<file path="src/design/rau_pkg.sv">
package rau_pkg;

  localparam int MAG_W = 65;

  typedef enum logic [2:0] {
    CMD_NORM = 3'd0,
    CMD_ADD  = 3'd1,
    CMD_SUB  = 3'd2,
    CMD_MUL  = 3'd3,
    CMD_DIV  = 3'd4
  } cmd_t;

  typedef enum logic [1:0] {
    ERR_OK   = 2'd0,
    ERR_ZDEN = 2'd1,
    ERR_OVF  = 2'd2
  } err_t;

  // One classified item: raw sign-magnitude fraction, ready for reduction
  typedef struct packed {
    logic             zero_den;
    logic             neg;
    logic [MAG_W-1:0] nm;
    logic [MAG_W-1:0] dm;
  } job_t;

  typedef enum logic [2:0] {
    BS_IDLE = 3'd0,
    BS_GCD  = 3'd1,
    BS_DIVN = 3'd2,
    BS_DIVD = 3'd3,
    BS_OUT  = 3'd4
  } bstate_t;

  // Front-end sequencer states
  typedef enum logic [2:0] {
    FS_IDLE = 3'd0,
    FS_M1   = 3'd1,
    FS_M2   = 3'd2,
    FS_M3   = 3'd3,
    FS_SUM  = 3'd4,
    FS_PUSH = 3'd5
  } fstate_t;

endpackage

</file>
<file path="src/design/rau_queue.sv">
// Two-entry queue between front and back ends.
module rau_queue (
  input  logic          clk,
  input  logic          rst_n,
  input  logic          wr_valid,
  output logic          wr_ready,
  input  rau_pkg::job_t wr_data,
  output logic          rd_valid,
  input  logic          rd_ready,
  output rau_pkg::job_t rd_data
);

  rau_pkg::job_t mem_r [2];
  logic       wp_r, rp_r;
  logic [1:0] cnt_r;
  logic       wr_en, rd_en;

  assign wr_ready = (cnt_r != 2'd2);
  assign rd_valid = (cnt_r != 2'd0);
  assign wr_en    = wr_valid && wr_ready;
  assign rd_en    = rd_valid && rd_ready;
  assign rd_data  = mem_r[rp_r];

  always_ff @(posedge clk) begin
    if (wr_en) mem_r[wp_r] <= wr_data;
  end

  always_ff @(posedge clk) begin
    if (!rst_n) begin
      wp_r <= 1'b0; rp_r <= 1'b0; cnt_r <= 2'd0;
    end else begin
      if (wr_en) wp_r <= ~wp_r;
      if (rd_en) rp_r <= ~rp_r;
      cnt_r <= cnt_r + {1'b0, wr_en} - {1'b0, rd_en};
    end
  end

endmodule

</file>
<file path="config.mk">
export PLATFORM = sky130hd
export DESIGN_NAME = rau_queue
export DESIGN_NICKNAME = d
export VERILOG_FILES = /design/src/design/rau_pkg.sv /design/src/design/rau_queue.sv
export SDC_FILE = /design/constraint.sdc
export NUM_CORES = 1
export LEC_CHECK = 0
export ABC_AREA = 1
export BUFFER_PORTS_ARGS = -buffer_cell sky130_fd_sc_hd__buf_2
export CAP_MARGIN = 10
export CORE_UTILIZATION = 53
export DETAILED_ROUTE_END_ITERATION = 7
export GPL_TIMING_DRIVEN = 0
export PLACE_DENSITY = 0.81
export SLEW_MARGIN = 20
export SYNTH_ARGS = -nofsm -noshare
export SYNTH_HDL_FRONTEND = slang
export SYNTH_SLANG_ARGS = --single-unit
export TNS_END_PERCENT = 10
</file>
<file path="constraint.sdc">
create_clock -name clk -period 17.3 [get_ports clk]
set_input_delay 0 -clock clk [delete_from_list [all_inputs] [get_ports clk]]
set_output_delay 0 -clock clk [all_outputs]
set_load 0.02 [all_outputs]
</file>
### Word level (Yosys, flattened, before mapping)

Memory sizes are Yosys's and may differ from the RTL's. A register that Yosys moved wholly into a read port is not among the register bits.
Index checks and enable logic that the tools add are counted.

| word-level totals | value |
|---|---|
| register bits | 4 |
| bits in latches | 0 |
| RAM bits | 264 |
| bits in read-only memories | 0 |
| input bits | 136 |
| output and inout port bits | 134 |
| word-level logic and storage cells | 16 |
| memories | 1 |

Memories:

| name | words | width | rd ports | clocked after Yosys merged registers in | wr ports | RTL line | source |
|---|---|---|---|---|---|---|---|
| mem_r | 2 | 132 | 1 | 1 | 1 | rau_queue.sv:13 | `rau_pkg::job_t mem_r [2];` |

| cells by class | value |
|---|---|
| add/subtract/negate cells | 2 |
| multipliers | 0 |
| divide/modulo/power cells | 0 |
| magnitude comparators | 0 |
| eq/ne operators | 1 |
| shifts and indexed selects | 0 |
| multiplexer cells | 4 |
| bitwise logic cells | 2 |
| reductions and logical operators | 3 |

Operators by type and width:

| cell | count |
|---|---|
| two-way mux 1 bit | 4 |
| adder 2 x 1 -> 2 bit | 1 |
| logical AND 1 bit | 2 |
| inequality test 2 bit (second input constant) | 1 |
| NOT 1 bit | 2 |
| nonzero test 2 bit | 1 |
| subtractor 2 x 1 -> 2 bit | 1 |

### Logic depth before layout (Yosys ltp)

Gate-level depths: netlist (run 1).

| logic depth | value |
|---|---|
| depth after elaboration | 4 |
| depth in mapped cells | 11 |
| depth with buffers taken out | 11 |

### Worst setup path after synthesis (run 1)

No wires, ideal clock.

| timing | value |
|---|---|
| path kind | register to register |
| start | register cnt_r[0] |
| end | memory mem_r[0][0] in the netlist's numbering (enable) |
| library setup time | 0.625 ns |
| arrival | 6.192 ns |
| required time | 16.675 ns |
| path slack | 10.483 ns |
| stages on the path, launching flop included | 5 |
| path buffers | 0 |
| clock period less this slack | 6.817 ns |
| path through | dfxtp_1 -> inv_1 -> nand2_1 -> nand2_1 -> nor2_1 |

| on the way | value |
|---|---|
| longest elaborated chain between the ends | 4 |

Ends and longest elaborated chain:

| item | RTL line | source |
|---|---|---|
| start: declaration | rau_queue.sv:15 | `logic [1:0] cnt_r;` |
| start signal: assignment | rau_queue.sv:34 | `cnt_r <= cnt_r + {1'b0, wr_en} - {1'b0, rd_en};` |
| inequality test 2 bit | rau_queue.sv:18 | `assign wr_ready = (cnt_r != 2'd2);` |
| net wr_ready | rau_queue.sv:6 | `output logic wr_ready,` |
| logical AND 1 bit | rau_queue.sv:20 | `assign wr_en = wr_valid && wr_ready;` |
| two-way mux 1 bit | rau_queue.sv:25 | `if (wr_en) mem_r[wp_r] <= wr_data;` |
| two-way mux 1 bit (implied by the code) | rau_queue.sv:25 |  |
| end: declaration | rau_queue.sv:13 |  |

The timed path passes the listed nets, and every way through them passes these cells.

### Worst setup path in the final report (run 1)

| timing | value |
|---|---|
| start | register cnt_r[0] |
| end | memory mem_r[0][93] in the netlist's numbering (enable) |

| on the way | value |
|---|---|
| longest elaborated chain between the ends | 4 |

Ends and longest elaborated chain:

| item | RTL line |
|---|---|
| inequality test 2 bit | rau_queue.sv:18 |
| logical AND 1 bit | rau_queue.sv:20 |
| two-way mux 1 bit | rau_queue.sv:25 |
| two-way mux 1 bit (implied by the code) | rau_queue.sv:25 |

Every way passes these cells.

==> metrics.yaml, run 1 <==
fin_nets: 1024
ys_warn_count: 0
run_status: "finished, final reports clean"
syn-num-nets: 585
drv_slew: 0
min_from: "wr_data[37]"
sequential_cell_area_um2: 8030
final.hold.worst_slack_ns: 0.212
design.portCount: 270
clock_transition_at_path_regs_ns: 0.06
clock_latency_ns: 0.51
synthDominantCellAreaShare: 0.785
crit_arrival_ns: 2.48
routed_wire_length_per_instance_um: 19.7
grt_pass1_wl_mm: 34.1
number_of_hold_buffers_added_after_cts: 135
totalNegativeSetupSlack_ns: 0
die_h_um: 140
hold_viol_final: 0
max-clock-path-buffers: 3
fin_util: 0.756
placement_rows: 50
setup_viol: 0
floorplan.die_area_um2: 19600
multi_input_combinational_cell_area_um2: 1910
holdPathStages: 2
cp_slowest_cell: "nor2_4"
final_layout_size_suffix_gt1_frac: 0.510
timing.critical_path.from: "cnt_r[0]$_SDFF_PN0_"
timing.reg2reg.worst_path_depth: 8
power-per-cell-area_nw_per_um2: 141
synth_cell_types: 13
most_area_consuming_cells_after_synthesis: "edfxtp_1 79%, mux2_4 12%, mux2_2 5.8%"
r2r-start: "cnt_r[0]$_SDFF_PN0_"
synth_enable_flop_cells: 264
postSynthAreaPerCell_um2: 22.6
critical_path_class: "flop to flop"
postCtsSetupBuffers: 0
yosys.cell_count.top_type: "edfxtp_1"
antenna_left: 0
areaGrowthSynthToFinish_pct: 40.0
critPathMaxStageDelay_ns: 0.41
gp_congestion: 0.754
setup_slack_after_layout_ns: 15.03
violation_count_after_the_first_detailed_route_iteration: 244
postRouteWirelength_mm: 22.4
reported_leakage_power_nw: 5.58
synth_cells: 447
cts_tree: "built"
cts_repair_resize_count: 0
critical_path_buf_inv_count: 5
die_width_um: 140
h-tree-depth: 1
path_max_fanout: 24
vdd_ir_drop_max_mv: 0.112
max_cap_violations: 0
cell_type_with_the_highest_aggregate_area_in_the_netlist: "edfxtp_1"
pre_cts_slack_ns: 15.14
cell_area_synth_um2: 10100
yosys_reg_bits: 269
worstHoldPathType: "primary input to flop"
fin_skew_ns: 0.0117
finalCritPeriodShare: 0.131
drt-pass1-iter-count: 6
synth_ff_type: "edfxtp_1"
worstPathRequired_ns: 17.51
cp_cell_sequence: "inv_1 -> nand2_1 -> nand2_1 -> nor2_4 -> buf_16 -> buf_16 -> buf_16 -> buf_16"
numClockSinks: 269
cts-buffers-inserted: 26
drc_markers: 0
globalRouteOverflowTotal: 0
number_of_global_route_vias_before_repair: 6292
antenna_violations_before_repair: 0
detail_route.vias_per_cell: 5.08
globalRouteTotalUtil: 0.227
finalCriticalPeriod_ns: 2.27
place.port_buffers: 269
crit_family: "buffers and inverters"
post_synthesis_async_set_or_reset_flop_share: 0
start_util: 0.540
timing.max_slew.rel_slack: 0.586
dpl.hpwl_mm: 12.6
yosys-top-cells-count: "264 x edfxtp_1, 80 x mux2_4, 52 x mux2_2"
worst-path-stages: 8
via_count: 5793
design.core.area_um2: 18700
root_buffer: "clkbuf_16"
yosysSeqAreaShare: 0.795
critical-path-top-cell-by-count: "buf_16"
start_kind: "flop"
achievable-frequency_mhz: 440
fill_cells: 991
tightest_slew_ns: 0.621
rsz_0062_raised_after_global_routing: "false"
setup.worst_path.end_class: "flop"
grt_start_max_net_pins: 72
[worst paths after layout]
| check | slack (ns) | end |
|---|---|---|
| max | 15.03 | mem_r[0][93]$_DFFE_PP_ |
| min | 0.21 | mem_r[1][37]$_DFFE_PP_ |
| max reg2reg | 15.03 | mem_r[0][93]$_DFFE_PP_ |
| min reg2reg | 0.57 | flop |
[worst register-to-register path, stage by stage (launching register included)]
cell	delay [ns]
dfxtp_1	0.37
inv_1	0.07
nand2_1	0.14
nand2_1	0.17
nor2_4	0.41
buf_16	0.24
buf_16	0.19
buf_16	0.18
buf_16	0.20
[cells by family after synthesis]
family / Yosys count / share of synthesized area
and+or+nand+nor: 20 / 0.00781
buffers and inverters: 22 / 0.0166
adders and majority gates: 2 / 0.00248
muxes: 132 / 0.177
AOI/OAI and AO/OA: 2 / 0.000991
DFF: 269 / 0.795
[report_power, final]
part	switching, mW	internal [mW]	leakage [nW]
clock	0.228	0.331	0.420
combinational	0.323	0.259	2.65
sequential	0.0262	0.824	2.51
[cell type report]
type | instances | share of cell area
Inverter | 7 | 0.00221
Antenna cell | 1 | 0.000177
Multi-Input combinational cell | 156 | 0.135
Tap cell | 234 | 0.0207
Sequential cell | 269 | 0.568
Buffer | 15 | 0.0100
Timing Repair Buffer | 411 | 0.204
Clock buffer | 37 | 0.0533
Clock inverter | 11 | 0.00699
[sequential cells by signal, indices dropped and copies added, names as in the netlist, named ones only]
name and count:
wp_r 1, cnt_r 2, mem_r 264, rp_r 1
[cells in the final DEF, fill, tap and decap left out]
master,instances
bufinv_16,2
edfxtp_1,264
diode_2,1
mux2_4,80
clkinv_1,5
inv_1,6
a21oi_1,2
nor2_1,7
dlygate4sd3_1,135
buf_6,9
buf_2,274
clkbuf_16,27
nand3_1,3
buf_8,1
buf_12,1
clkbuf_1,6
clkinv_2,4
mux2_2,52
nand2_1,9
ha_1,2
clkbuf_8,4
nor2_4,1
buf_16,6
inv_6,1
dfxtp_1,5
[metal layers]
layer / GRT usage / part of all wire
met5: 0 / 0
met4: 0.0642 / 0.020
met3: 0.0489 / 0.064
met2: 0.439 / 0.55
met1: 0.249 / 0.37
[stage by stage]
step           power (mW)  instance area, µm²  std cells
5_1_grt              2.06               14100       1140
4_1_cts              1.99               14100       1140
6_report             1.99               14100       1141
3_3_place_gp         1.39               11700        950
3_5_place_dp         1.41               11900        957
2_1_floorplan        1.24               10100        447
No activity file was read; power rests on OpenSTA's default activity.
==> inputs of run 2 (changes only) <==
--- a/config.mk
+++ b/config.mk
@@ -8,10 +8,10 @@
 export ABC_AREA = 1
 export BUFFER_PORTS_ARGS = -buffer_cell sky130_fd_sc_hd__buf_2
 export CAP_MARGIN = 10
-export CORE_UTILIZATION = 53
+export CORE_UTILIZATION = 47
 export DETAILED_ROUTE_END_ITERATION = 7
 export GPL_TIMING_DRIVEN = 0
-export PLACE_DENSITY = 0.81
+export PLACE_DENSITY = 0.76
 export SLEW_MARGIN = 20
 export SYNTH_ARGS = -nofsm -noshare
 export SYNTH_HDL_FRONTEND = slang
==> constraint.sdc (replaced) <==
create_clock -name clk -period 2 [get_ports clk]
set_input_delay 0 -clock clk [delete_from_list [all_inputs] [get_ports clk]]
set_output_delay 0 -clock clk [all_outputs]
set_load 0.02 [all_outputs]
==> metrics.yaml, run 2 (synthesized netlist as in run 1, its figures left out) <==
crit_arrival_ns: 1.84  # was 2.48 ns
multi_input_combinational_cell_area_um2: 1930  # was 1910 µm²
worstHoldPathType: "primary input to flop"  # unchanged
final_layout_size_suffix_gt1_frac: 0.521  # was 0.510
setup.worst_path.end_class: "output port"  # was flop
worstPathRequired_ns: 2.00  # was 17.51 ns
totalNegativeSetupSlack_ns: 0  # unchanged
critPathMaxStageDelay_ns: 0.33  # was 0.41 ns
via_count: 5747  # was 5793
floorplan.die_area_um2: 22100  # was 19600 µm²
postRouteWirelength_mm: 21.8  # was 22.4 mm
antenna_violations_before_repair: 0  # unchanged
mostFrequentLayoutCells: "274 x buf_2, 264 x edfxtp_1, 135 x dlygate4sd3_1"  # unchanged
holdPathStages: 2  # unchanged
drv_slew: 0  # unchanged
tightest_slew_ns: 0.550  # was 0.621 ns
hold_viol_final: 0  # unchanged
dp.cells: 1001  # was 957
design.portCount: 270  # unchanged
grt_pass1_wl_mm: 32.2  # was 34.1 mm
registers.top_by_ff_count: "mem_r"  # unchanged
fin_util: 0.679  # was 0.756
globalRouteOverflowTotal: 0  # unchanged
r2r-start: "cnt_r[0]$_SDFF_PN0_"  # unchanged
run_status: "finished, final reports clean"  # unchanged
cp_cell_sequence: "buf_6 -> buf_8 -> buf_6 -> mux2_4 -> buf_2"  # was inv_1 -> nand2_1 -> nand2_1 -> nor2_4 -> buf_16 -> buf_16 -> buf_16 -> buf_16
sequential_cell_area_um2: 8030  # about the same
reg_to_reg_critical_path_endpoint: "mem_r[1][124]$_DFFE_PP_"  # was mem_r[0][93]$_DFFE_PP_
dpl.hpwl_mm: 13.6  # was 12.6 mm
largest_reg_flops: 264  # unchanged
timing.max_slew.rel_slack: 0.632  # was 0.586
design.core.area_um2: 21000  # was 18700 µm²
routed_wire_length_per_instance_um: 18.3  # was 19.7 µm
grt_start_max_net_pins: 36  # was 72
min_from: "wr_data[51]"  # was wr_data[37]
finalCriticalPeriod_ns: 1.84
number_of_global_route_vias_before_repair: 6217  # was 6292
diodes: 0  # was 1
drt-pass1-iter-count: 4  # was 6
start_util: 0.480  # was 0.540
reported_leakage_power_nw: 5.62  # was 5.58 nW
rsz_0062_raised_after_global_routing: "false"  # unchanged
areaGrowthSynthToFinish_pct: 41.4  # was 40.0%
cts-buffers-inserted: 27  # was 26
cp_slowest_cell: "mux2_4"  # was nor2_4
setup_slack_after_layout_ns: 0.158  # was 15.03 ns
h-tree-depth: 1  # unchanged
vdd_ir_drop_max_mv: 0.859  # was 0.112 mV
die_width_um: 149  # was 140 µm
path_max_fanout: 10  # was 24
numClockSinks: 269  # unchanged
min_delay_worst_endpoint: "mem_r[1][51]$_DFFE_PP_"  # was mem_r[1][37]$_DFFE_PP_
achievable-frequency_mhz: 543
fin_nets: 1037  # was 1024
root_buffer: "clkbuf_16"  # unchanged
drc_markers: 0  # unchanged
globalRouteTotalUtil: 0.191  # was 0.227
gp_congestion: 0.749  # was 0.754
layout.cells.most_common: "buf_2"  # unchanged
placement_rows: 53  # was 50
start_kind: "flop"  # unchanged
r2r_slack_ns: 0.16  # was 15.03 ns
cts_tree: "built"  # unchanged
antenna_left: 0  # unchanged
power-per-cell-area_nw_per_um2: 1190  # was 141 nW/µm²
finalCritPeriodShare: 0.921
pre_cts_slack_ns: -0.0395  # was 15.14 ns
violation_count_after_the_first_detailed_route_iteration: 226  # was 244
setup_viol: 0  # unchanged
timing.reg2reg.worst_path_depth: 7  # was 8
die_h_um: 149  # was 140 µm
fin_skew_ns: 0.00832  # was 0.0117 ns
detail_route.vias_per_cell: 4.81  # was 5.08
fill_cells: 1314  # was 991
clock_transition_at_path_regs_ns: 0.06  # about the same
max_cap_violations: 0  # unchanged
largest_registers: "mem_r x264, cnt_r x2"  # unchanged
critical_path_class: "flop to output port"  # was flop to flop
max-clock-path-buffers: 3  # unchanged
clock_latency_ns: 0.51  # about the same
place.port_buffers: 269  # unchanged
fin_cells: 1194  # was 1141
critical-path-top-cell-by-count: "buf_6"  # was buf_16
-- run 2: metrics by stage --
| stage | hold slack (ns) | area (µm²) | power, mW |
|---|---|---|---|
| CTS | 0.180 | 14200 | 17.0 |
| detailed placement | 0.191 | 12100 | 12.3 |
| global route | 0.187 | 14300 | 17.7 |
| global placement | 0.188 | 11800 | 12.0 |
| floorplan | 0.0934 | 10100 | 10.7 |
| finish | 0.211 | 14300 | 17.0 |
-- run 2: worst max-delay path by stage --
stage,end,slack (ns),cells after the start
after floorplan,mem_r[0][0]$_DFFE_PP_,-0.92,4
after global placement,mem_r[1][100]$_DFFE_PP_,-1.79,4
after detailed placement,mem_r[1][98]$_DFFE_PP_,-0.04,7
after CTS,mem_r[1][124]$_DFFE_PP_,0.07,7
after global routing,rd_data[67],0.06,5
final,rd_data[122],0.16,5
-- run 2: final cells by class --
class,instances,area share
multi-input combinational,156,0.135
buffer,15,0.00990
clock inverter,9,0.00342
clock buffer,40,0.0522
timing repair buffer,422,0.210
sequential,269,0.563
timing repair inverter,1,0.000351
tap,275,0.0241
inverter,7,0.00210
-- run 2: metal layers --
| layer | global-route usage | wire [µm] | vias up |
|---|---|---|---|
| li1 | - | - | 2665 |
| met1 | 0.207 | 7940 | 2801 |
| met2 | 0.365 | 11800 | 227 |
| met3 | 0.0426 | 1430 | 54 |
| met4 | 0.0603 | 595 | 0 |
| met5 | 0 | 0 | - |
-- run 2: power breakdown --
part	switching, mW	internal [mW]	leakage, nW
registers	0.213	7.13	2.51
logic	2.81	2.33	2.72
clock network	1.92	2.57	0.387
total	4.95	12.0	5.62
-- run 2: what timing repair did --
action                                  4_1_cts  5_1_grt
gates resized for setup                       0        0
cloned                                        1        0
pin swaps                                     0        1
endpoints found under the setup margin       33       78
hold endpoints to repair                    281        0
hold buffers                                135        0
setup buffers                                 0        8
-- run 2: worst max-delay path, delay by kind of cell, from the launching register on --
kind	cells	cell delay (ns)
buf+inv	4	0.68
flops	1	0.32
mux	1	0.33
==> inputs of run 3 (changes only) <==
--- a/config.mk
+++ b/config.mk
@@ -8,10 +8,14 @@
 export ABC_AREA = 1
 export BUFFER_PORTS_ARGS = -buffer_cell sky130_fd_sc_hd__buf_2
 export CAP_MARGIN = 10
-export CORE_UTILIZATION = 47
+export CELL_PAD_IN_SITES_DETAIL_PLACEMENT = 1
+export CELL_PAD_IN_SITES_GLOBAL_PLACEMENT = 1
+export CORE_UTILIZATION = 40
+export CTS_CLUSTER_SIZE = 40
 export DETAILED_ROUTE_END_ITERATION = 7
 export GPL_TIMING_DRIVEN = 0
-export PLACE_DENSITY = 0.76
+export PLACE_DENSITY = 0.77
+export RECOVER_POWER = 50
 export SLEW_MARGIN = 20
 export SYNTH_ARGS = -nofsm -noshare
 export SYNTH_HDL_FRONTEND = slang
==> metrics.yaml, run 3 (synthesized netlist as in run 1, its figures left out) <==
mostFrequentLayoutCells: "264 x edfxtp_1, 161 x buf_2, 136 x dlygate4sd3_1"  # was 274 x buf_2, 264 x edfxtp_1, 135 x dlygate4sd3_1
postRouteWirelength_mm: 24.9  # was 21.8 mm
violation_count_after_the_first_detailed_route_iteration: 224  # was 226
vdd_ir_drop_max_mv: 0.758  # was 0.859 mV
clock_latency_ns: 0.53  # was 0.51 ns
hold_viol_final: 0  # unchanged
totalNegativeSetupSlack_ns: 0  # unchanged
drc_markers: 0  # unchanged
holdPathStages: 3  # was 2
cts-buffers-inserted: 29  # was 27
setup.worst_path.end_class: "flop"  # was output port
switching_share: 0.295  # was 0.292
globalRouteOverflowTotal: 0  # unchanged
power-per-cell-area_nw_per_um2: 1220  # was 1190 nW/µm²
detail_route.vias_per_cell: 4.68  # was 4.81
fin_skew_ns: 0.0205  # was 0.00832 ns
diodes: 0  # unchanged
power.switching_mw: 5.11  # was 4.95 mW
power_frac_seq: 0.425  # was 0.433
worstPathRequired_ns: 2.42  # was 2.00 ns
fin_cells: 1238  # was 1194
r2r_slack_ns: 0.1  # was 0.16 ns
tightest_slew_ns: 0.607  # was 0.550 ns
fin_nets: 1033  # was 1037
gp_congestion: 0.717  # was 0.749
max-clock-path-buffers: 3  # unchanged
h-tree-depth: 1  # unchanged
dp.cells: 1049  # was 1001
largest_registers: "mem_r x264, cnt_r x2"  # unchanged
root_buffer: "clkbuf_16"  # unchanged
max_cap_violations: 0  # unchanged
min_delay_worst_endpoint: "mem_r[0][3]$_DFFE_PP_"  # was mem_r[1][51]$_DFFE_PP_
run_status: "finished, final reports clean"  # unchanged
layout.cells.most_common: "edfxtp_1"  # was buf_2
r2r-start: "cnt_r[0]$_SDFF_PN0_"  # unchanged
antenna_left: 0  # unchanged
power.combinational.fraction: 0.292  # was 0.303
worstHoldPathType: "primary input to flop"  # unchanged
cts_tree: "built"  # unchanged
min_from: "wr_valid"  # was wr_data[51]
achievable-frequency_mhz: 526  # was 543 MHz
globalRouteTotalUtil: 0.190  # was 0.191
path_max_fanout: 4  # was 10
start_kind: "flop"  # unchanged
pwr-share-clk: 0.284  # was 0.265
timing.reg2reg.worst_path_depth: 7  # unchanged
critical_path_class: "flop to flop"  # was flop to output port
final_layout_size_suffix_gt1_frac: 0.393  # was 0.521
antenna_violations_before_repair: 0  # unchanged
design.core.area_um2: 24500  # was 21000 µm²
finalCriticalPeriod_ns: 1.90  # was 1.84 ns
grt_pass1_wl_mm: 37.6  # was 32.2 mm
routed_wire_length_per_instance_um: 20.1  # was 18.3 µm
numClockSinks: 269  # unchanged
drv_slew: 0  # unchanged
crit_arrival_ns: 2.32  # was 1.84 ns
reg_to_reg_critical_path_endpoint: "wp_r$_SDFFE_PN0N_"  # was mem_r[1][124]$_DFFE_PP_
timing.max_slew.rel_slack: 0.595  # was 0.632
largest_reg_flops: 264  # unchanged
start_util: 0.412  # was 0.480
internal-power_mw: 12.2  # was 12.0 mW
rsz_0062_raised_after_global_routing: "false"  # unchanged
die_h_um: 161  # was 149 µm
final.hold.worst_slack_ns: 0.0181  # was 0.211 ns
drt-pass1-iter-count: 4  # unchanged
post-route-cell-area_um2: 14200  # was 14300 µm²
number_of_global_route_vias_before_repair: 6744  # was 6217
via_count: 5791  # was 5747
placement_rows: 57  # was 53
grt_start_max_net_pins: 33  # was 36
clock_transition_at_path_regs_ns: 0.06  # about the same
dpl-instance-area_um2: 12100  # about the same
die_width_um: 161  # was 149 µm
dpl.hpwl_mm: 15.1  # was 13.6 mm
registers.top_by_ff_count: "mem_r"  # unchanged
place.port_buffers: 269  # unchanged
finalCritPeriodShare: 0.951  # was 0.921
floorplan.die_area_um2: 25900  # was 22100 µm²
areaGrowthSynthToFinish_pct: 40.3  # was 41.4%
design.portCount: 270  # unchanged
setup_viol: 0  # unchanged
reported_leakage_power_nw: 5.30  # was 5.62 nW
-- run 3: cell types whose count changed in the layout (fill, tap and decap cells not counted), moves of 5 or more --
cell,change
clkbuf_2,+6
clkinv_1,+6
buf_4,-7
buf_16,-5
buf_2,-113
clkbuf_1,+104
-- run 3: layer usage --
layer / up-vias / routed length (µm) / global-route usage
met3: 34 / 1360 / 0.0436
met4: 0 / 534 / 0.0519
met2: 213 / 13800 / 0.370
met5: - / 0 / 0
met1: 2887 / 9190 / 0.202
li1: 2657 / - / -
-- run 3: worst max-delay path, cell delays in order, from the launching register on --
cell	delay [ns]
dfxtp_2	0.35
inv_1	0.08
nand2_4	0.09
nand3_2	0.08
nand2_1	0.06
dlygate4sd3_1	0.54
nor2_1	0.04
dlygate4sd3_1	0.54
-- run 3: cell type report --
type	instances	area, µm²
fill	2379	10400
sequential	269	8030
timing repair buffer	416	2770
multi-input combinational	157	1930
clock buffer	37	756
tap	324	405
buffer	15	141
clock inverter	13	108
inverter	7	27.5
-- run 3: timing repair --
action	4_1_cts	5_1_grt
resized for setup	0	0
buffers inserted	2	0
hold endpoints to repair	269	0
setup endpoints to repair	77	0
hold buffers	136	0
-- run 3: worst max-delay path by stage --
stage / slack (ns) / cells past startpoint / endpoint / from
2_1_floorplan: -0.92 / 4 / mem_r[0][0]$_DFFE_PP_ / cnt_r[0]$_SDFF_PN0_
5_1_grt: 0.04 / 6 / wp_r$_SDFFE_PN0N_ / cnt_r[1]$_SDFF_PN0_
3_3_place_gp: -1.89 / 4 / mem_r[1][83]$_DFFE_PP_ / cnt_r[0]$_SDFF_PN0_
3_5_place_dp: -0.25 / 7 / mem_r[0][82]$_DFFE_PP_ / cnt_r[0]$_SDFF_PN0_
4_1_cts: 0.05 / 5 / wp_r$_SDFFE_PN0N_ / wp_r$_SDFFE_PN0N_
6_report: 0.1 / 7 / wp_r$_SDFFE_PN0N_ / cnt_r[0]$_SDFF_PN0_
-- run 3: power by group through the flow --
stage               registers [mW]  clock network, mW  logic [mW]
floorplan                     7.44                  0        3.25
global placement              7.49                  0        4.51
detailed placement            7.47                  0        4.83
CTS                           7.36               5.00        5.10
global route                  7.43               5.22        5.34
finish                        7.36               4.91        5.05
-- run 3: stage by stage --
stage	setup WS (ns)	util	total power, mW
after detailed placement	-0.255	0.492	12.3
after global routing	0.0421	0.577	18.0
final	0.0981	0.577	17.3
after floorplan	-0.922	-	10.7
after CTS	0.0472	0.583	17.5
after global placement	-1.89	0.484	12.0
