**src/design/rau_pkg.sv**
```systemverilog
package rau_pkg;

  localparam int MAG_W = 65;

  typedef enum logic [2:0] {
    CMD_NORM = 3'd0,
    CMD_ADD  = 3'd1,
    CMD_SUB  = 3'd2,
    CMD_MUL  = 3'd3,
    CMD_DIV  = 3'd4
  } cmd_t;

  typedef enum logic [1:0] {
    ERR_OK   = 2'd0,
    ERR_ZDEN = 2'd1,
    ERR_OVF  = 2'd2
  } err_t;

  // One classified item: raw sign-magnitude fraction, ready for reduction
  typedef struct packed {
    logic             zero_den;
    logic             neg;
    logic [MAG_W-1:0] nm;
    logic [MAG_W-1:0] dm;
  } job_t;

  typedef enum logic [2:0] {
    BS_IDLE = 3'd0,
    BS_GCD  = 3'd1,
    BS_DIVN = 3'd2,
    BS_DIVD = 3'd3,
    BS_OUT  = 3'd4
  } bstate_t;

  // Front-end sequencer states
  typedef enum logic [2:0] {
    FS_IDLE = 3'd0,
    FS_M1   = 3'd1,
    FS_M2   = 3'd2,
    FS_M3   = 3'd3,
    FS_SUM  = 3'd4,
    FS_PUSH = 3'd5
  } fstate_t;

endpackage

```
**src/design/rau_back.sv**
```systemverilog
// Back end: Euclidean GCD by a shared restoring remainder unit (one bit per
// cycle), then exact division of numerator and denominator, range check.
module rau_back #(
  parameter int WIDTH = 32
) (
  input  logic          clk,
  input  logic          rst_n,
  input  logic          job_valid,
  output logic          job_ready,
  input  rau_pkg::job_t job,
  output logic          out_valid,
  input  logic          out_ready,
  output logic [31:0]   res_num,
  output logic [30:0]   res_den,
  output logic [1:0]    error
);

  localparam int MW = rau_pkg::MAG_W;
  localparam int CW = $clog2(MW + 1);

  rau_pkg::bstate_t state_r, state_nxt;
  logic [MW-1:0] nm_r, dm_r, y_r;
  logic [MW-1:0] q_r, rem_r, dvd_r, g_r, qn_r;
  logic [CW-1:0] bit_r;
  logic          neg_r, zd_r;
  logic [31:0]   num_o_r;
  logic [30:0]   den_o_r;
  logic [1:0]    err_o_r;
  logic          start;

  // one restoring division step
  logic [MW:0]   trial;
  logic [MW-1:0] rem_sh;
  assign rem_sh = {rem_r[MW-2:0], dvd_r[MW-1]};
  assign trial  = {1'b0, rem_sh} - {1'b0, (state_r == rau_pkg::BS_GCD) ? y_r : g_r};
  logic          last_bit;
  assign last_bit = (bit_r == CW'(MW - 1));

  logic [MW-1:0] rem_new;
  assign rem_new = trial[MW] ? rem_sh : trial[MW-1:0];

  localparam logic [MW-1:0] LIM = MW'(1) << (WIDTH - 1);

  logic ovf;
  logic [MW-1:0] nres;
  assign ovf  = (q_r > LIM - MW'(1)) || (qn_r > (neg_r ? LIM : LIM - MW'(1)));
  assign nres = neg_r ? (MW'(0) - qn_r) : qn_r;

  assign job_ready = (state_r == rau_pkg::BS_IDLE);
  assign start     = job_valid && job_ready;
  assign out_valid = (state_r == rau_pkg::BS_OUT);
  assign res_num   = num_o_r;
  assign res_den   = den_o_r;
  assign error     = err_o_r;

  always_comb begin
    state_nxt = state_r;
    case (state_r)
      rau_pkg::BS_IDLE: begin
        if (start) begin
          if (job.zero_den || job.nm == '0) state_nxt = rau_pkg::BS_OUT;
          else state_nxt = rau_pkg::BS_GCD;
        end
      end
      rau_pkg::BS_GCD: if (last_bit && rem_new == '0) state_nxt = rau_pkg::BS_DIVN;
      rau_pkg::BS_DIVN: if (last_bit) state_nxt = rau_pkg::BS_DIVD;
      rau_pkg::BS_DIVD: if (last_bit) state_nxt = rau_pkg::BS_OUT;
      rau_pkg::BS_OUT: if (out_ready) state_nxt = rau_pkg::BS_IDLE;
      default: state_nxt = rau_pkg::BS_IDLE;
    endcase
  end

  always_ff @(posedge clk) begin
    if (!rst_n) state_r <= rau_pkg::BS_IDLE;
    else state_r <= state_nxt;
  end

  // datapath
  always_ff @(posedge clk) begin
    case (state_r)
      rau_pkg::BS_IDLE: begin
        nm_r <= job.nm; dm_r <= job.dm; neg_r <= job.neg; zd_r <= job.zero_den;
        y_r <= job.dm;
        dvd_r <= job.nm; rem_r <= '0; bit_r <= '0; q_r <= '0;
        err_o_r <= job.zero_den ? rau_pkg::ERR_ZDEN : rau_pkg::ERR_OK;
        num_o_r <= '0;
        den_o_r <= (job.zero_den || job.nm != '0) ? 31'd0 : 31'd1;
      end
      rau_pkg::BS_GCD: begin
        if (last_bit) begin
          bit_r <= '0;
          rem_r <= '0;
          if (rem_new == '0) begin
            g_r <= y_r; dvd_r <= nm_r;
          end else begin
            y_r <= rem_new; dvd_r <= y_r;
          end
        end else begin
          dvd_r <= {dvd_r[MW-2:0], 1'b0};
          rem_r <= rem_new;
          bit_r <= bit_r + CW'(1);
        end
      end
      rau_pkg::BS_DIVN, rau_pkg::BS_DIVD: begin
        q_r <= {q_r[MW-2:0], ~trial[MW]};
        if (last_bit) begin
          bit_r <= '0; rem_r <= '0; dvd_r <= dm_r;
          if (state_r == rau_pkg::BS_DIVN) qn_r <= {q_r[MW-2:0], ~trial[MW]};
        end else begin
          dvd_r <= {dvd_r[MW-2:0], 1'b0};
          rem_r <= rem_new;
          bit_r <= bit_r + CW'(1);
        end
      end
      rau_pkg::BS_OUT: ;
      default: ;
    endcase
    // results once both quotients are in
    if (state_r == rau_pkg::BS_OUT && !zd_r && nm_r != '0 && bit_r == '0) begin
      bit_r <= CW'(1);
      if (ovf) begin
        err_o_r <= rau_pkg::ERR_OVF; num_o_r <= '0; den_o_r <= '0;
      end else begin
        num_o_r <= 32'(signed'(nres[WIDTH-1:0]));
        den_o_r <= 31'(q_r);
      end
    end
  end

endmodule

```
**config.mk**
```make
export PLATFORM = sky130hd
export DESIGN_NAME = rau_back
export DESIGN_NICKNAME = d
export VERILOG_FILES = /design/src/design/rau_pkg.sv /design/src/design/rau_back.sv
export SDC_FILE = /design/constraint.sdc
export NUM_CORES = 1
export LEC_CHECK = 0
export BUFFER_PORTS_ARGS = -buffer_cell sky130_fd_sc_hd__buf_2
export CORE_UTILIZATION = 35
export DETAILED_ROUTE_END_ITERATION = 7
export MAX_ROUTING_LAYER = met4
export PLACE_DENSITY_LB_ADDON = 0.15
export SETUP_SLACK_MARGIN = 0.3
export SLEW_MARGIN = 20
export SYNTH_ARGS = -nofsm -noshare
export SYNTH_HDL_FRONTEND = slang
export SYNTH_SLANG_ARGS = --single-unit
```
**constraint.sdc**
```tcl
create_clock -name clk -period 15.3 [get_ports clk]
set_input_delay 1.53 -clock clk [delete_from_list [all_inputs] [get_ports clk]]
set_output_delay 1.53 -clock clk [all_outputs]
set_load 0.02 [all_outputs]
```
== Yosys cells after proc, flatten, opt, wreduce, memory -nomap -nowiden ==
Cells that the tools add are included.
Word-level totals
  register bits: 596
  input bits: 136
Operators by class
  add/sub/neg operators: 3
  order comparisons: 2
  eq/ne operators: 12
  mux-type cells: 34
  bitwise operators: 1
  reductions and logical operators: 26
Operator list (number)
  65-bit two-way mux: 7
  65-bit case mux with 2 select lines: 2
  65-bit case mux with 3 select lines: 1
  32-bit two-way mux: 5
  65-bit logical NOT: 2
  65-bit nonzero test: 2
  64-bit case mux with 2 select lines: 1
  31-bit two-way mux: 3
  65-bit by 65-bit subtractor with 66-bit output: 1
  65-bit by 31-bit greater-than comparator with 1-bit output, second input constant: 1
  65-bit by 32-bit greater-than comparator with 1-bit output: 1
  64-bit two-way mux: 1
  1-bit by 32-bit subtractor with 32-bit output, first input constant: 1
  3-bit two-way mux: 6
  3-bit case mux with 5 select lines: 1
  7-bit case mux with 2 select lines: 1
  3-bit AND reduction: 3
  2-bit inequality test, second input constant: 4
  2-bit nonzero test: 4
  7-bit by 1-bit adder with 7-bit output, second input constant: 1
  7-bit equality test, second input constant: 1
  7-bit logical NOT: 1
  7-bit two-way mux: 1
  3-bit by 2-bit equality test with 1-bit output, second input constant: 2
  other kinds (14): 25

== Depth between registers and ports, before layout ==
Gate-level depths: netlist of run 1.
  depth after elaboration: 8
  gate-level depth with buffers: 25

== Worst setup path after synthesis of run 1 ==
Ideal clock, no wire load.
  path type: flip-flop to flip-flop
  from: register state_r[1]
  to: register y_r[0] (enable)
  setup time: 0.578 ns
  arrival: 9.453 ns
  path slack: 5.269 ns
  stages on the path, launching flop included: 24
  period minus slack after synthesis: 10.031 ns
  cells stage by stage: dfxtp_1 clkbuf_1 nor2_1 nand2_1 clkbuf_1 clkbuf_1 buf_1 mux2i_1 ha_1 clkbuf_1 nand4_1 or2_2 or3_1 o211ai_1 a21boi_1 o21a_1 or2_1 o21bai_1 xor2_1 o41a_1 nor4_1 buf_2 buf_2 o21ai_0
On the way
  word-level cells in the longest chain between the ends: 7
  elaborated cells on any way between the ends: 10
  those cells by class: add/sub (1); eq/ne (3); mux (2); reduce/logical (4)
RTL lines
  start, declared: RTL line rau_back.sv:21  | rau_pkg::bstate_t state_r, state_nxt;
  start signal, assigned: RTL line rau_back.sv:74  | if (!rst_n) state_r <= rau_pkg::BS_IDLE;
  start signal, assigned: RTL line rau_back.sv:75  | else state_r <= state_nxt;
  3-bit by 1-bit equality test with 1-bit output: RTL line rau_back.sv:35, rau_back.sv:80
  65-bit two-way mux: RTL line rau_back.sv:35  | assign trial = {1'b0, rem_sh} - {1'b0, (state_r == rau_pkg::BS_GCD) ? y_r : g_r};
  65-bit by 65-bit subtractor with 66-bit output: RTL line rau_back.sv:35
  65-bit two-way mux: RTL line rau_back.sv:40  | assign rem_new = trial[MW] ? rem_sh : trial[MW-1:0];
  65-bit logical NOT: RTL line rau_back.sv:93  | if (rem_new == '0) begin
  2-bit inequality test (no source line)
  3-bit AND reduction (no source line) (*)
  end signal, assigned: RTL line rau_back.sv:83  | y_r <= job.dm;
  end signal, assigned: RTL line rau_back.sv:96  | y_r <= rem_new; dvd_r <= y_r;
  end, declared: RTL line rau_back.sv:22  | logic [MW-1:0] nm_r, dm_r, y_r;
Every way passes the cells marked *; elsewhere a longest branch is shown, timed or not.
A chain may end at the register's enable or synchronous reset.

== Final worst setup path of run 1 ==
  from: register state_r[2]
  to: register g_r[9] (enable)
On the way
  word-level cells in the longest chain between the ends: 6
RTL lines
  3-bit by 1-bit equality test with 1-bit output (*): RTL line rau_back.sv:35, rau_back.sv:80
  65-bit two-way mux: RTL line rau_back.sv:35
  65-bit by 65-bit subtractor with 66-bit output: RTL line rau_back.sv:35
  65-bit two-way mux: RTL line rau_back.sv:40
  65-bit logical NOT: RTL line rau_back.sv:93
  3-bit AND reduction (no source line) (*)
  end signal, assigned: RTL line rau_back.sv:94  | g_r <= y_r; dvd_r <= nm_r;
  end, declared: RTL line rau_back.sv:23  | logic [MW-1:0] q_r, rem_r, dvd_r, g_r, qn_r;
Marked as above.

==> results of run 1 <==
## metal layers
metal | track usage (%) | part of all wire [%] | vias to the layer above | wire length [microns]
li1 | - | - | 11067 | -
met1 | 36.2 | 46 | 12279 | 52300
met2 | 38.3 | 45 | 972 | 51300
met3 | 3.51 | 6.6 | 125 | 7540
met4 | 6.15 | 2.1 | 0 | 2410
met5 | - | 0 | - | 0
## state kept, by name, indices dropped and copies added, names as in the netlist
name,cells
rem_r,64
state_r,3
error,2
y_r,65
dm_r,65
qn_r,65
zd_r,1
dvd_r,65
g_r,65
neg_r,1
nm_r,65
res_num,32
bit_r,7
res_den,31
q_r,65
## metrics by stage
stage,area [sq um],cells
3_3_place_gp,33400,4104
5_1_grt,35500,4226
3_5_place_dp,33400,4104
6_report,35500,4229
4_1_cts,35500,4223
2_1_floorplan,31200,2871
## worst max-delay path by stage
stage                                  startpoint                 to  cells past startpoint
after floorplan           state_r[1]$_SDFFE_PN0P_   y_r[0]$_DFFE_PP_                     23
after global placement    state_r[2]$_SDFFE_PN0P_  g_r[13]$_DFFE_PP_                     22
after detailed placement  state_r[2]$_SDFFE_PN0P_  g_r[13]$_DFFE_PP_                     20
after CTS                 state_r[2]$_SDFFE_PN0P_  g_r[12]$_DFFE_PP_                     20
after global routing      state_r[2]$_SDFFE_PN0P_   g_r[9]$_DFFE_PP_                     20
final                     state_r[2]$_SDFFE_PN0P_   g_r[9]$_DFFE_PP_                     20
## cell type report
class	count	area (sq um)	area share (%)
flip-flops and latches	596	17800	50.0
inverters	36	141	0.398
clock inverters	39	357	1.00
multi-input cells	2073	12700	35.8
clock buffers	80	1770	4.98
well taps	1165	1460	4.10
repair buffers	235	1280	3.60
diodes	5	12.5	0.0352
## cell families after synthesis
kind of cell             count (synthesis)  share of synthesized area, %
AND/OR/NAND/NOR                       1205                          18.5
XOR/XNOR                                90                          2.53
buffers and inverters                  202                          2.54
AO/OA/AOI/OAI                          504                          9.79
multiplexers                           173                          5.57
flip-flops                             596                          57.0
adder cells (fa/ha/maj)                101                          4.07
## synth_stat cells (53+ instances only)
library cell  instances  area, sq um
mux2i_1             168         1680
ha_1                100         1250
clkbuf_1            123          462
a21oi_1             119          596
nor4_1              198         1240
o21ai_0             204         1020
nor2_1              366         1370
and2_1               80          500
nand2_1             295         1110
edfxtp_1            584        17500
nand4_1              53          332
nor3_1               91          455
xor2_1               53          464
## worst min-delay path, cell delays in order, from the launching register on
cell	delay, ns
dfxtp_1	0.33
nand2_1	0.04
o21ai_0	0.05
## where the power goes
group	internal, mW	leakage (nW)	switching, mW	total, mW
combinational	0.236	6.26	0.529	0.764
clock	0.902	1.03	0.699	1.60
sequential	2.00	6.18	0.148	2.14
total	3.13	13.5	1.38	4.51
==> run summary, run 1 <==
sequential area share after synthesis - 57.0%
Post-DP HPWL - 84,700 microns
Die H - 301 microns
Final Util - 40.2%
Max Cap Viol - 0
# setup viols final - 0
Worst Path Arrival - 10.01 ns
worst-path cell chain - nor2_1, nand2_4, buf_4, mux2i_1, ha_1, a21oi_1, o21ai_1, a41o_1, a21o_1, nor3_2, o211a_1, buf_4, clkinv_2, buf_4, mux2i_1, nand4_1, or4_2, buf_4, nor2_4, buf_4
setup TNS - 0 ns
Worst-Margin Slew - 1.15 ns
Overflow after GRT - 0
Sink Count - 596
Vias - 24,443
worst setup path class - reg -> reg
pin count of the biggest net entering global routing - 84
Post-CTS Hold Buffers - 0
commonest non-fill, non-tap cell in the layout - edfxtp_1
Async SR Flop Fraction - 0%
Fin Clk Skew - 0.0369 ns
WHS - 0.454 ns
r2r endpoint - g_r[9]$_DFFE_PP_
final worst slack - 5.53 ns
commonest non-fill, non-tap cells in the layout - 584 x edfxtp_1, 364 x nor2_1, 290 x nand2_1
num ports - 203
R2R Path Start - state_r[2]$_SDFFE_PN0P_
vias per inst - 5.78
PortBufs - 202
layout filler cell count - 8,601
Slew HR - 23.1%
Mean Syn Cell Area - 10.9 sq um
post-route clock period utilization - 63.8%
vias in the first global route - 23,124
Post-Syn Area - 31,200 sq um
H-Tree Depth - 3
crit path max fanout - 83
Critical Path Max Stage Delay - 1.09 ns
Clock Path Buffers - 3
Worst path top cell family by delay - buffers and inverters
fin nets - 3,247
max-slew violations - 0
latest clock arrival within the worst-skew pair - 0.64 ns
Max Freq - 0.102 GHz
DR pass1 iterations - 5
post-synth cell types - 75
Antenna Violating Nets Remaining - 0
FF+latch count, synth - 596
Data required, critical path - 15.54 ns
routability cong. - 0.964
Worst setup EP type - flop
crit path max-delay cell type - or4_2
critical path startpoint category - flop
Post-synth EDFFs - 584
share of post-route cells with drive strength above 1 - 12.0%
power per cell area - 127 nW/um^2
num rows - 109
initial core utilization - 35.3%
Most common cell on crit path - buf_4
clk root buf - clkbuf_16
1st-iter DRT viols - 2,392
Min-Delay Path Depth - 2
Post-Syn Nets - 3,108
Synth warnings - 0
total track usage - 25.5%
sum of buffers and inverters on the critical path - 6
hold worst-path end - error[1]$_DFF_P_
drt total wl - 114,000 microns
status - finished clean
postcts setup bufs - 0
post-cts sizing count - 0
die width - 301 microns
RSZ-0062 raised after global routing - no
DRC - 0
Post-Syn Instances - 2,871
pre-CTS setup slack - 5.63 ns
final hold violation count - 0
worst hold path type - reg -> reg
drt wl/cell - 26.8 microns
R2R cell count - 20
CTS tree - yes
Layout area overhead - 13.8%
CORE AREA - 88,400 sq um
DIE AREA - 90,400 sq um
ys flop type - edfxtp_1
Max VDD drop - 0.0000932 V
Leak - 13.5 nW
clk slew on worst S/H paths - 0.06 ns
global-route wire length before repair - 164,000 microns
Hold Crit Start - error[1]$_DFF_P_
power consumption - 4.51 mW
Final min period - 9.77 ns
CTS buffer count - 68
Reg2Reg Setup Slack - 5.53 ns
initial antenna violation count - 6
No activity file was read; power rests on OpenSTA's default activity.
==> run 2, diff against run 1 <==
clock period = 8.9 ns   (was 15.3 ns; I/O delays follow)
==> run 2 against run 1 <==
Against the previous run: clock power is 72% higher; clock skew is 0.013 ns lower; sequential power is 71% higher; first-iteration DRC count is 23% higher; non-clock buffer count is 7 higher.
==> run summary, run 2 (synthesized netlist as in run 1, its figures left out) <==
layout filler cell count - 8,559 (was 8,601)
total track usage - 25.1% (was 25.5%)
Worst Path Arrival - 8.10 ns (was 10.01 ns)
DIE AREA - 90,400 sq um (unchanged)
num ports - 203 (unchanged)
worst-path cell chain - nor2_1, nand2_4, buf_12, mux2i_1, ha_1, inv_1, nor3_1, nand2b_1, nor2_1, nand3_1, o211a_1, inv_2, buf_4, nor3_1, a41o_1, nand4_1, nor4_2, buf_12, o21ai_4, buf_4 (was nor2_1, nand2_4, buf_4, mux2i_1, ha_1, a21oi_1, o21ai_1, a41o_1, a21o_1, nor3_2, o211a_1, buf_4, clkinv_2, buf_4, mux2i_1, nand4_1, or4_2, buf_4, nor2_4, buf_4)
postcts setup bufs - 0 (unchanged)
crit path max fanout - 84 (was 83)
Max Freq - 0.127 GHz (was 0.102 GHz)
vias per inst - 5.77 (was 5.78)
vias in the first global route - 22,999 (was 23,124)
Clock Path Buffers - 3 (unchanged)
final hold violation count - 0 (unchanged)
crit path max-delay cell type - buf_4 (was or4_2)
post-route clock period utilization - 88.3% (was 63.8%)
max-slew violations - 0 (unchanged)
PortBufs - 202 (unchanged)
Slew HR - 21.5% (was 23.1%)
fin nets - 3,252 (was 3,247)
worst setup path class - reg -> reg (unchanged)
DR pass1 iterations - 6 (was 5)
Seq. cell area - 17,800 sq um (unchanged)
# setup viols final - 0 (unchanged)
worst hold path type - reg -> reg (unchanged)
power per cell area - 218 nW/um^2 (was 127 nW/um^2)
commonest non-fill, non-tap cells in the layout - 584 x edfxtp_1, 364 x nor2_1, 290 x nand2_1 (unchanged)
clk slew on worst S/H paths - 0.06 ns (about the same)
power consumption - 7.76 mW (was 4.51 mW)
Antenna Violating Nets Remaining - 0 (unchanged)
Vias - 24,433 (was 24,443)
post-cts sizing count - 0 (unchanged)
1st-iter DRT viols - 2,946 (was 2,392)
Data required, critical path - 9.14 ns (was 15.54 ns)
placed cell areas - 33,500 sq um (was 33,400 sq um)
critical path startpoint category - flop (unchanged)
DRC - 0 (unchanged)
global-route wire length before repair - 161,000 microns (was 164,000 microns)
multi-input logic area - 12,700 sq um (about the same)
latest clock arrival within the worst-skew pair - 0.61 ns (was 0.64 ns)
Max VDD drop - 0.000132 V (was 0.0000932 V)
routability cong. - 0.975 (was 0.964)
initial antenna violation count - 4 (was 6)
clk root buf - clkbuf_16 (unchanged)
Max Cap Viol - 0 (unchanged)
Worst path top cell family by delay - buffers and inverters (unchanged)
CTS tree - yes (unchanged)
WHS - 0.455 ns (was 0.454 ns)
pin count of the biggest net entering global routing - 85 (was 84)
CORE AREA - 88,400 sq um (unchanged)
num rows - 109 (unchanged)
Critical Path Max Stage Delay - 0.71 ns (was 1.09 ns)
H-Tree Depth - 3 (unchanged)
drt wl/cell - 26.5 microns (was 26.8 microns)
initial core utilization - 35.3% (unchanged)
drt total wl - 112,000 microns (was 114,000 microns)
status - finished clean (unchanged)
sum of buffers and inverters on the critical path - 6 (unchanged)
Layout area overhead - 14.2% (was 13.8%)
Fin Clk Skew - 0.0241 ns (was 0.0369 ns)
Overflow after GRT - 0 (unchanged)
Final min period - 7.86 ns (was 9.77 ns)
Worst setup EP type - flop (unchanged)
RSZ-0062 raised after global routing - no (unchanged)
Worst-Margin Slew - 1.17 ns (was 1.15 ns)
design area - 35,600 sq um (was 35,500 sq um)
share of post-route cells with drive strength above 1 - 12.4% (was 12.0%)
Sink Count - 596 (unchanged)
Post-DP HPWL - 84,800 microns (was 84,700 microns)
Post-CTS Hold Buffers - 0 (unchanged)
die width - 301 microns (unchanged)
commonest non-fill, non-tap cell in the layout - edfxtp_1 (unchanged)
Leak - 13.5 nW (about the same)
setup TNS - 0 ns (unchanged)
Die H - 301 microns (unchanged)
CTS buffer count - 66 (was 68)
## run 2: cell types whose count changed in the layout (fill, tap and decap cells not counted), sizes merged
cell	delta
buf	+7
bufinv	+3
clkbuf	-5
clkinv	-1
clkinvlp	+2
diode	-2
inv	+2
## run 2: worst min-delay path, cell delays in order, from the launching register on
cell,delay (ns)
dfxtp_1,0.31
nand2_1,0.05
a2bb2oi_1,0.05
## run 2: power breakdown
part / internal, mW / switching (mW)
Sequential: 3.43 / 0.241
Clock: 1.59 / 1.16
Combinational: 0.408 / 0.919
Total: 5.43 / 2.32
## run 2: area by class of cell
type	instances	area share, %
Sequential cell	596	49.9
Multi-Input combinational cell	2073	35.7
Clock buffer	75	4.79
Tap cell	1165	4.09
Timing Repair Buffer	242	3.92
Clock inverter	45	1.23
Inverter	36	0.393
Antenna cell	3	0.0211
## run 2: layer usage
metal  vias to the layer above  GRT usage, %  part of all wire, %
met4                         0          6.15                  2.2
met2                      1043          36.2                   44
li1                      11065             -                    -
met1                     12200          37.5                   47
met5                         -             -                    0
met3                       125          2.80                  7.0
## run 2: per-stage QoR
step	instances	setup slack, ns	utilization [%]
2_1_floorplan	2871	0.627	-
3_3_place_gp	4112	1.14	37.9
3_5_place_dp	4112	1.11	37.9
4_1_cts	4232	1.07	40.3
5_1_grt	4232	0.723	40.3
6_report	4235	1.04	40.3
## run 2: path summary, 6_finish.rpt
kind	start	endpoint	slack, ns	depth (start not counted)
min reg2reg	error[0]$_DFF_P_	error[0]$_DFF_P_	0.46	2
max	state_r[2]$_SDFFE_PN0P_	y_r[7]$_DFFE_PP_	1.04	20
max reg2reg	state_r[2]$_SDFFE_PN0P_	y_r[7]$_DFFE_PP_	1.04	20
min	error[0]$_DFF_P_	error[0]$_DFF_P_	0.46	2
==> run 3, diff against run 2 <==
CORE_ASPECT_RATIO = 0.5   (was not set)
==> run 3 against run 2 <==
Against the previous run: utilization rose by 0.33 points; sequential share of layout area rose by 0.26 points; first-iteration DRC count fell by 11%; register-to-register slack improved by 0.18 ns; critical path type unchanged; critical endpoint is now dvd_r[4]$_DFFE_PP_; highest routed layer unchanged.
==> run summary, run 3 (synthesized netlist as in run 1, its figures left out) <==
Max VDD drop - 0.000174 V (was 0.000132 V)
Net Switching - 2.31 mW (was 2.32 mW)
hold worst-path end - dm_r[63]$_DFFE_PP_ (was error[0]$_DFF_P_)
Hold Crit Start - job[63] (was error[0]$_DFF_P_)
PortBufs - 202 (unchanged)
commonest non-fill, non-tap cells in the layout - 584 x edfxtp_1, 363 x nor2_1, 289 x nand2_1 (was 584 x edfxtp_1, 364 x nor2_1, 290 x nand2_1)
worst hold path type - in -> reg (was reg -> reg)
initial antenna violation count - 7 (was 4)
Data required, critical path - 9.27 ns (was 9.14 ns)
sw frac - 29.9% (was 30.0%)
commonest non-fill, non-tap cell in the layout - edfxtp_1 (unchanged)
Layout area overhead - 13.6% (was 14.2%)
H-Tree Depth - 2 (was 3)
R2R cell count - 20 (unchanged)
total track usage - 24.5% (was 25.1%)
drt total wl - 110,000 microns (was 112,000 microns)
DIE AREA - 90,400 sq um (about the same)
r2r endpoint - dvd_r[4]$_DFFE_PP_ (was y_r[7]$_DFFE_PP_)
Final min period - 7.68 ns (was 7.86 ns)
latest clock arrival within the worst-skew pair - 0.64 ns (was 0.61 ns)
die width - 424 microns (was 301 microns)
Sink Count - 596 (unchanged)
max-slew violations - 0 (unchanged)
share of post-route cells with drive strength above 1 - 11.8% (was 12.4%)
crit path max-delay cell type - or4_2 (was buf_4)
1st-iter DRT viols - 2,614 (was 2,946)
vias in the first global route - 22,224 (was 22,999)
Leak - 13.4 nW (was 13.5 nW)
drt wl/cell - 26.1 microns (was 26.5 microns)
post-cts sizing count - 0 (unchanged)
critical path startpoint category - flop (unchanged)
Worst Path Arrival - 8.05 ns (was 8.10 ns)
crit path max fanout - 63 (was 84)
Slew HR - 24.6% (was 21.5%)
Fin Clk Skew - 0.0212 ns (was 0.0241 ns)
R2R Path Start - state_r[2]$_SDFFE_PN0P_ (unchanged)
DRC - 0 (unchanged)
Min-Delay Path Depth - 1 (was 2)
met2 Use GR - 34.2% (was 36.2%)
clk slew on worst S/H paths - 0.07 ns (was 0.06 ns)
status - finished clean (unchanged)
Critical Path Max Stage Delay - 0.85 ns (was 0.71 ns)
initial core utilization - 35.8% (was 35.3%)
CORE AREA - 87,200 sq um (was 88,400 sq um)
# setup viols final - 0 (unchanged)
Max Freq - 0.130 GHz (was 0.127 GHz)
Overflow after GRT - 0 (unchanged)
fin nets - 3,234 (was 3,252)
pre-CTS setup slack - 1.23 ns (was 1.11 ns)
worst setup path class - reg -> reg (unchanged)
Vias - 23,949 (was 24,433)
Max Cap Viol - 0 (unchanged)
global-route wire length before repair - 157,000 microns (was 161,000 microns)
postcts setup bufs - 0 (unchanged)
Clock Path Buffers - 3 (unchanged)
post-route clock period utilization - 86.3% (was 88.3%)
WHS - 0.445 ns (was 0.455 ns)
Power Internal - 5.43 mW (about the same)
Post-DP HPWL - 81,800 microns (was 84,800 microns)
Reg power frac - 47.7% (was 47.3%)
clock power share - 35.1% (was 35.5%)
Die H - 213 microns (was 301 microns)
power per cell area - 218 nW/um^2 (about the same)
routability cong. - 0.934 (was 0.975)
GR peak layer - met1 (unchanged)
num rows - 76 (was 109)
vias per inst - 5.68 (was 5.77)
Reg2Reg Setup Slack - 1.22 ns (was 1.04 ns)
met1 Usage GRT - 36.2% (was 37.5%)
Worst-Margin Slew - 1.13 ns (was 1.17 ns)
M3 GR Usage - 4.73% (was 2.80%)
Post-CTS Hold Buffers - 0 (unchanged)
DR pass1 iterations - 5 (was 6)
Worst setup EP type - flop (unchanged)
pin count of the biggest net entering global routing - 79 (was 85)
worst-path cell chain - nor2_1, nand2_4, nand2_1, nand2_1, ha_1, fa_1, nand2b_1, a211oi_1, o21ai_1, or4_1, a21oi_1, o31ai_1, o41ai_1, xor2_1, nor2_1, o2111ai_1, or4_2, buf_4, nor4_1, nor3_1 (was nor2_1, nand2_4, buf_12, mux2i_1, ha_1, inv_1, nor3_1, nand2b_1, nor2_1, nand3_1, o211a_1, inv_2, buf_4, nor3_1, a41o_1, nand4_1, nor4_2, buf_12, o21ai_4, buf_4)
Comb power frac - 17.2% (was 17.1%)
final worst slack - 1.22 ns (was 1.04 ns)
CTS tree - yes (unchanged)
num ports - 203 (unchanged)
CTS buffer count - 59 (was 66)
RSZ-0062 raised after global routing - no (unchanged)
final hold violation count - 0 (unchanged)
Antenna Violating Nets Remaining - 0 (unchanged)
clk root buf - clkbuf_16 (unchanged)
setup TNS - 0 ns (unchanged)
==> run 3: changes by cell type in the layout (fill, tap and decap cells not counted), moves of 3 or more <==
cell / delta
buf_12: -4
buf_4: -7
bufinv_16: +5
clkbuf_16: -6
clkinv_1: +3
clkinv_2: -4
inv_6: -5
nand2_4: +3
==> run 3: worst max path at each step <==
stage / endpoint / slack (ns) / start / depth (start not counted)
2_1_floorplan: y_r[0]$_DFFE_PP_ / 0.63 / state_r[1]$_SDFFE_PN0P_ / 23
3_3_place_gp: g_r[56]$_DFFE_PP_ / 1.31 / state_r[2]$_SDFFE_PN0P_ / 19
3_5_place_dp: g_r[62]$_DFFE_PP_ / 1.23 / state_r[2]$_SDFFE_PN0P_ / 19
4_1_cts: g_r[29]$_DFFE_PP_ / 1.19 / state_r[2]$_SDFFE_PN0P_ / 19
5_1_grt: g_r[57]$_DFFE_PP_ / 0.64 / state_r[2]$_SDFFE_PN0P_ / 19
6_report: dvd_r[4]$_DFFE_PP_ / 1.22 / state_r[2]$_SDFFE_PN0P_ / 20
==> run 3: cell type report <==
cell class | count | area (sq um)
antenna | 3 | 7.51
clock buffer | 67 | 1550
clock inverter | 43 | 513
fill | 8460 | 51700
inverter | 36 | 140
multi-input combinational | 2073 | 12700
sequential | 596 | 17800
tap | 1170 | 1460
timing repair buffer | 231 | 1270
==> run 3: worst max-delay path, delay by kind of cell, from the launching register on <==
kind	cells	cell delay, ns
AOI/OAI and AO/OA	6	2.40
xor gates and xnor gates	1	0.12
adders and majority gates	2	0.61
buffers and inverters	1	0.44
DFF	1	0.47
and+or+nand+nor	10	3.25
==> run 3: metrics by stage <==
stage | area, sq um | utilization, % | std cells | total power [mW]
global route | 35500 | 40.7 | 4219 | 8.01
finish | 35500 | 40.7 | 4219 | 7.74
detailed placement | 33400 | 38.3 | 4106 | 5.04
global placement | 33400 | 38.3 | 4106 | 5.05
floorplan | 31200 | - | 2871 | 4.43
CTS | 35500 | 40.7 | 4216 | 7.75
==> run 3: power by group through the flow <==
stage | clock network [mW] | registers [mW] | logic (mW)
floorplan | 0 | 3.65 | 0.785
global placement | 0 | 3.74 | 1.31
detailed placement | 0 | 3.73 | 1.31
CTS | 2.76 | 3.68 | 1.31
global route | 2.87 | 3.71 | 1.43
finish | 2.72 | 3.69 | 1.33
==> run 3: per-layer routing <==
| layer | share of wire [%] | vias to the layer above |
|---|---|---|
| li1 | - | 11030 |
| met1 | 47 | 11897 |
| met2 | 42 | 920 |
| met3 | 8.4 | 102 |
| met4 | 2.1 | 0 |
| met5 | 0 | - |
